[config.mk]
export PLATFORM = sky130hd
export DESIGN_NAME = serial_mouse_packet_parser
export DESIGN_NICKNAME = d
export VERILOG_FILES = /design/src/rtl/core/smpp_pkg.sv /design/src/rtl/core/smpp_decode.sv /design/src/rtl/core/smpp_out_reg.sv /design/src/rtl/core/serial_mouse_packet_parser.sv
export SDC_FILE = /design/constraint.sdc
export NUM_CORES = 1
export LEC_CHECK = 0
export ABC_AREA = 0
export BUFFER_PORTS_ARGS = -buffer_cell sky130_fd_sc_hd__buf_4
export CAP_MARGIN = 20
export CORE_AREA = 2 2 116 118
export CTS_BUF_LIST = sky130_fd_sc_hd__clkbuf_2
export DETAILED_ROUTE_END_ITERATION = 10
export DIE_AREA = 0 0 118 120
export MAX_ROUTING_LAYER = met4
export PLACE_DENSITY = 0.57
export SKIP_LAST_GASP = 1
export SLEW_MARGIN = 10
export SYNTH_ARGS = -nofsm -noshare
export SYNTH_HDL_FRONTEND = slang
export SYNTH_HIERARCHICAL = 1
export SYNTH_SLANG_ARGS = --single-unit
[constraint.sdc]
create_clock -name clk_i -period 2.8 [get_ports clk_i]
set_input_delay 0 -clock clk_i [delete_from_list [all_inputs] [get_ports clk_i]]
set_output_delay 0 -clock clk_i [all_outputs]
set_load 0.005 [all_outputs]
[src/rtl/core/smpp_pkg.sv]
package smpp_pkg;

  localparam int unsigned ByteW  = 8;
  localparam int unsigned DeltaW = 10;
  localparam int unsigned ModeW  = 2;
  localparam int unsigned OutW   = 24;

  typedef enum logic [ModeW-1:0] {
    MODE_PC   = 2'd0,
    MODE_MS   = 2'd1,
    MODE_PS2  = 2'd2,
    MODE_NONE = 2'd3
  } mode_e;

  localparam mode_e ModeReset = MODE_MS;

  typedef struct packed {
    logic              button_right;
    logic              button_middle;
    logic              button_left;
    logic [DeltaW-1:0] delta_y;
    logic [DeltaW-1:0] delta_x;
  } result_t;

  function automatic logic [DeltaW-1:0] sext8(input logic [ByteW-1:0] b);
    sext8 = {{(DeltaW - ByteW){b[ByteW-1]}}, b};
  endfunction

endpackage

[src/rtl/core/smpp_decode.sv]
module smpp_decode
  import smpp_pkg::*;
(
  input  logic             clk_i,
  input  logic             rst_ni,
  input  logic             cfg_we_i,
  input  mode_e            mode_i,
  input  logic             step_i,
  input  logic [ByteW-1:0] byte_i,
  output logic             res_valid_o,
  output result_t          res_o
);

  typedef enum logic [2:0] {
    PH_IDLE = 3'd0,
    PH_XSET = 3'd1,
    PH_YSET = 3'd2,
    PH_XADD = 3'd3,
    PH_YADD = 3'd4
  } phase_e;

  phase_e            phase_q, phase_d;
  logic [DeltaW-1:0] x_q, x_d, y_q, y_d;
  logic [2:0]        btn_q, btn_d;
  logic [DeltaW-1:0] sx;
  logic [ByteW-1:0]  y_merge;

  assign sx      = sext8(byte_i);
  assign y_merge = {y_q[7:6], byte_i[5:0]};

  always_comb begin
    phase_d     = phase_q;
    x_d         = x_q;
    y_d         = y_q;
    btn_d       = btn_q;
    res_valid_o = 1'b0;
    res_o       = '0;
    unique case (mode_i)
      MODE_PC: begin
        unique case (phase_q)
          PH_IDLE: begin
            if (byte_i[7:3] == 5'b10000) begin
              btn_d   = ~byte_i[2:0];
              phase_d = PH_XSET;
            end
          end
          PH_XSET: begin
            x_d     = sx;
            phase_d = PH_YSET;
          end
          PH_YSET: begin
            y_d     = -sx;
            phase_d = PH_XADD;
          end
          PH_XADD: begin
            x_d     = x_q + sx;
            phase_d = PH_YADD;
          end
          PH_YADD: begin
            y_d         = y_q - sx;
            phase_d     = PH_IDLE;
            res_valid_o = 1'b1;
            res_o       = '{button_right: btn_q[0], button_middle: btn_q[1],
                            button_left: btn_q[2], delta_y: y_d, delta_x: x_q};
          end
          default: phase_d = PH_IDLE;
        endcase
      end
      MODE_MS: begin
        unique case (phase_q)
          PH_IDLE: begin
            if (byte_i[6]) begin
              btn_d   = {1'b0, byte_i[5:4]};
              y_d     = {2'b0, byte_i[3:2], 6'b0};
              x_d     = {2'b0, byte_i[1:0], 6'b0};
              phase_d = PH_XADD;
            end
          end
          PH_XADD: begin
            x_d     = {2'b0, x_q[7:6], byte_i[5:0]};
            phase_d = PH_YADD;
          end
          PH_YADD: begin
            x_d         = sext8(x_q[7:0]);
            y_d         = sext8(y_merge);
            phase_d     = PH_IDLE;
            res_valid_o = 1'b1;
            res_o       = '{button_right: btn_q[0], button_middle: 1'b0,
                            button_left: btn_q[1], delta_y: y_d, delta_x: x_d};
          end
          default: phase_d = PH_IDLE;
        endcase
      end
      MODE_PS2: begin
        unique case (phase_q)
          PH_IDLE: begin
            if (byte_i[3]) begin
              btn_d   = {1'b0, byte_i[1:0]};
              phase_d = PH_XSET;
            end
          end
          PH_XSET: begin
            x_d     = sx;
            phase_d = PH_YSET;
          end
          PH_YSET: begin
            y_d         = -sx;
            phase_d     = PH_IDLE;
            res_valid_o = 1'b1;
            res_o       = '{button_right: btn_q[1], button_middle: 1'b0,
                            button_left: btn_q[0], delta_y: y_d, delta_x: x_q};
          end
          default: phase_d = PH_IDLE;
        endcase
      end
      default: begin
      end
    endcase
    if (!step_i) begin
      res_valid_o = 1'b0;
    end
  end

  always_ff @(posedge clk_i or negedge rst_ni) begin
    if (!rst_ni) begin
      phase_q <= PH_IDLE;
      x_q     <= '0;
      y_q     <= '0;
      btn_q   <= '0;
    end else if (cfg_we_i) begin
      phase_q <= PH_IDLE;
    end else if (step_i) begin
      phase_q <= phase_d;
      x_q     <= x_d;
      y_q     <= y_d;
      btn_q   <= btn_d;
    end
  end

endmodule

[src/rtl/core/smpp_out_reg.sv]
module smpp_out_reg
  import smpp_pkg::*;
(
  input  logic    clk_i,
  input  logic    rst_ni,
  input  logic    load_i,
  input  result_t res_i,
  input  logic    ready_i,
  output logic    free_o,
  output logic    valid_o,
  output result_t res_o
);

  logic    valid_q;
  result_t res_q;

  assign free_o  = !valid_q || ready_i;
  assign valid_o = valid_q;
  assign res_o   = res_q;

  always_ff @(posedge clk_i or negedge rst_ni) begin
    if (!rst_ni) begin
      valid_q <= 1'b0;
    end else if (free_o) begin
      valid_q <= load_i;
    end
  end

  always_ff @(posedge clk_i) begin
    if (free_o && load_i) begin
      res_q <= res_i;
    end
  end

endmodule

[src/rtl/core/serial_mouse_packet_parser.sv]
// Channel  Direction  Width  Contents
// s_axis   in         8      rx_byte
// m_axis   out        24     delta_x, delta_y, buttons
// cfg      in         2      protocol_mode
//
// A byte is taken into an input register and decoded from there; a finished
// report is loaded into the output register, from which it is valid on m_axis
// until it is taken.
// One byte is taken per cycle; the input register and the output register
// stall together only when a report waits and m_axis_tready is low.
// Reset clears the parser to idle and sets the mode to three-byte serial.
module serial_mouse_packet_parser
  import smpp_pkg::*;
(
  input  logic             clk_i,
  input  logic             rst_ni,
  input  logic             cfg_we_i,
  input  logic [ModeW-1:0] cfg_wdata_i,
  input  logic             s_axis_tvalid,
  output logic             s_axis_tready,
  input  logic [ByteW-1:0] s_axis_tdata,   // [7:0] rx_byte
  output logic             m_axis_tvalid,
  input  logic             m_axis_tready,
  output logic [OutW-1:0]  m_axis_tdata    // [9:0] delta_x, [19:10] delta_y,
                                           // [20] left, [21] middle, [22] right
);

  mode_e            mode_q;
  logic             in_valid_q;
  logic [ByteW-1:0] in_byte_q;
  logic             step;
  logic             out_free;
  logic             res_valid;
  result_t          res;
  result_t          out_res;

  assign step          = in_valid_q && out_free;
  assign s_axis_tready = !in_valid_q || out_free;

  always_ff @(posedge clk_i or negedge rst_ni) begin
    if (!rst_ni) begin
      mode_q     <= ModeReset;
      in_valid_q <= 1'b0;
    end else begin
      if (cfg_we_i) begin
        mode_q <= mode_e'(cfg_wdata_i);
      end
      if (s_axis_tready) begin
        in_valid_q <= s_axis_tvalid;
      end
    end
  end

  always_ff @(posedge clk_i) begin
    if (s_axis_tready && s_axis_tvalid) begin
      in_byte_q <= s_axis_tdata;
    end
  end

  smpp_decode u_decode (
    .clk_i      (clk_i),
    .rst_ni     (rst_ni),
    .cfg_we_i   (cfg_we_i),
    .mode_i     (mode_q),
    .step_i     (step),
    .byte_i     (in_byte_q),
    .res_valid_o(res_valid),
    .res_o      (res)
  );

  smpp_out_reg u_out (
    .clk_i  (clk_i),
    .rst_ni (rst_ni),
    .load_i (res_valid),
    .res_i  (res),
    .ready_i(m_axis_tready),
    .free_o (out_free),
    .valid_o(m_axis_tvalid),
    .res_o  (out_res)
  );

  assign m_axis_tdata = {1'b0, out_res};

endmodule

==> impl_metrics.toml <==
[detailed_routing]
wl_per_cell_um = 17.07
drc_errors = 0
drtIter0Drc = 304
vias = 3817
finalWirelength_mm = 12.19
vias_per_cell = 5.346
dr.pass1.iters = 7
drtAntennaViolNets = 0

[floorplan]
die-area_um2 = 14160
placeableCoreArea_um2 = 12980
rows = 42
pin_count = 41
die_x_um = 118
start_util_pct = 32.91
die_h_um = 120

[yosys]
yosysSeqAreaShare_pct = 39.40
ys.flop_type = "edfxtp_1"
syn_nets = 509
synth-edff-count = 31
synth_compound_area_share_pct = 22.88
synthArstFlopShare_pct = 49.18
postSynthCellCount = 469
synth_xor_area_share_pct = 3.691
yosysUniqueCellTypes = 70
synth_area_um2 = 4272
avgSynthCellArea_um2 = 9.108
synth_top_family_by_area = "compound AO/OA/AOI/OAI gates"
yosys.area_share.simple_pct = 19.36
synth_fa_ha_area_share_pct = 7.674
synth_mux_area_share_pct = 2.255
synth-seq-cells = 61
yosys_warnings = 6

[pwr]
p_int_uw = 1946
p_leak_uw = 0.002040
comb_power_share_pct = 44.8
pwr-share-seq_pct = 38.7
power_density_nw_per_um2 = 629.5
p_clk_share_pct = 16.5
power_switching_share_pct = 39.55
p_sw_uw = 1274
ir_drop_mv = 0.1960

[critical_path]
critPathMaxFanout = 8
timing.rr.end = "u_out/res_o[18]$_DFFE_PP_"
cp-start-kind = "register"
reg2reg_slack_ns = 0.29
required_ns = 3.16
crit_arrival_ns = 2.86
path_class = "reg2reg"
end_kind = "register"
worstRegToRegCells = 9
r2r_start = "in_byte_q[0]$_DFFE_PP_"

[clocking]
clock_sinks = 61
post_cts_buffers = 0
clockRootBuffer = "clkbuf_2"
path_clk_slew_ns = 0.16
cts_buffers = 9
ctsHoldBuffers = 17
cts_tree = "done"
clock_path_buffers = 2
cts_resized = 0
clock_latency_ns = 0.50
htree_num_levels = 3

[grt]
grt_overflow = 0
track_usage_pct = 18.31
grt_pass1_vias = 3674
grt_start_max_net_pins = 30
antenna_found_initial = 1
grt_pass1_wl_mm = 19.64

[worst_hold_path]
hp-start = "s_axis_tdata[6]"
whs_endpoint = "in_byte_q[6]$_DFFE_PP_"
hold_depth = 2
worst_hold_path_type = "in2reg"

[timing]
max_freq_mhz = 398.7
setup_ws_ns = 0.2916
setup_viol_count_final = 0
fin_crit_sh_pct = 89.58
setup_tns_ns = 0
clock_skew_ns = 0.01678
drv_slew = 0
tightest_slew_ns = 0.7353
grt_setup_unrepaired = "false"
finalCriticalPeriod_ns = 2.508
max_slew_margin_pct = 50.88
hold_violations = 0

[placement]
dp_slack_ns = 0.3460
dpl.hpwl_mm = 9.027
io_buffers = 39
gp_congestion = 0.9561

[final_layout]
final_common_cell = "buf_4"
fillers = 1306
drive_above_1_share_pct = 17.88
nNetsFinal = 572
final_cell_mix = "62 x buf_4, 50 x a21oi_1, 40 x nand2_1"
syn2layout_area_growth_pct = 19.74

[flow_run]
maxCapViolations = 0

[outcome]
status = "finished clean"
-- cells in the mapped netlist, drive strengths merged (8+ instances only) --
master / instances / area share [%]
xnor2: 13 / 2.7
edfxtp: 31 / 22
clkbuf: 15 / 1.3
nand2b: 9 / 1.7
a22oi: 8 / 1.4
and2: 17 / 2.5
nand3: 8 / 0.94
dfrtp: 29 / 17
buf: 12 / 1.7
ha: 23 / 6.7
a21oi: 51 / 6.1
nand2: 40 / 3.5
inv: 19 / 1.7
nor3: 20 / 2.5
o21ai: 36 / 4.2
nor2: 31 / 2.7
-- per-stage QoR --
step	utilization [%]	area, µm²	total power (µW)	hold slack (ns)	cells
2_1_floorplan	-	4272	2309	-0.2956	469
3_3_place_gp	37.21	4830	2629	-0.01502	680
3_5_place_dp	37.21	4830	2662	-0.01594	680
4_1_cts	39.39	5112	3228	0.1642	713
5_1_grt	39.41	5115	3468	0.1818	714
6_report	39.41	5115	3220	0.2213	714
-- how the worst max path moves through the flow --
stage          cells past startpoint                         to  slack, ns              startpoint
2_1_floorplan                      8  u_out/res_o[17]$_DFFE_PP_       0.39  in_byte_q[3]$_DFFE_PP_
3_3_place_gp                       8  u_out/res_o[17]$_DFFE_PP_       0.36  in_byte_q[1]$_DFFE_PP_
3_5_place_dp                       8  u_out/res_o[17]$_DFFE_PP_       0.35  in_byte_q[1]$_DFFE_PP_
4_1_cts                            9  u_out/res_o[18]$_DFFE_PP_       0.31  in_byte_q[0]$_DFFE_PP_
5_1_grt                            9  u_out/res_o[18]$_DFFE_PP_       0.13  in_byte_q[0]$_DFFE_PP_
6_report                           9  u_out/res_o[18]$_DFFE_PP_       0.29  in_byte_q[0]$_DFFE_PP_
-- critical path, cell delays in order, from the launching register on --
cell      delay, ns
edfxtp_1       0.55
ha_1           0.22
inv_1          0.06
fa_1           0.42
a21oi_1        0.22
o211ai_1       0.16
o41ai_1        0.33
xnor2_1        0.19
nand2_1        0.07
a21oi_1        0.15
-- flip-flops by register name, summed over array words and instances, names as in the netlist --
| signal | flops |
|---|---|
| in_byte_q | 8 |
| in_valid_q | 1 |
| mode_q | 2 |
| u_decode/btn_q | 3 |
| u_decode/phase_q | 3 |
| u_decode/x_q | 10 |
| u_decode/y_q | 10 |
| u_out/res_o | 23 |
| u_out/valid_o | 1 |
-- routing by layer --
| metal | wire length [µm] | part of all wire, % | vias to the layer above | global-route usage (%) |
|---|---|---|---|---|
| met5 | 0 | 0 | - | - |
| met4 | 178 | 1.5 | 0 | 6.099 |
| met3 | 704 | 5.8 | 10 | 2.662 |
| met2 | 5584 | 46 | 131 | 28.74 |
| met1 | 5720 | 47 | 1826 | 24.41 |
| li1 | - | - | 1850 | - |
-- cell type report --
class	count	area, µm²	area share [%]
multi-input cells	362	2390	46.72
flip-flops and latches	61	1683	32.90
repair buffers	79	645.6	12.62
well taps	176	220.2	4.305
inverters	19	71.32	1.394
clock buffers	13	65.06	1.272
clock inverters	3	37.54	0.7339
diodes	1	2.502	0.04892
-- power groups by stage --
stage	clock (µW)	sequential, µW	combinational (µW)
after floorplan	0	1200	1110
after global placement	0	1260	1370
after detailed placement	0	1260	1400
after CTS	559	1240	1430
after global routing	588	1270	1610
final	530	1250	1440
-- cells by family (layout without fill, tap and decap cells) --
kind of cell,count (synthesis),after routing
AOI/OAI and AO/OA,154,154
xor gates and xnor gates,18,18
adders and majority gates,25,25
buffers and inverters,46,114
DFF,61,61
muxes,9,9
other,1,2
and+or+nand+nor,155,155
Power figures use the tool's default switching activity.
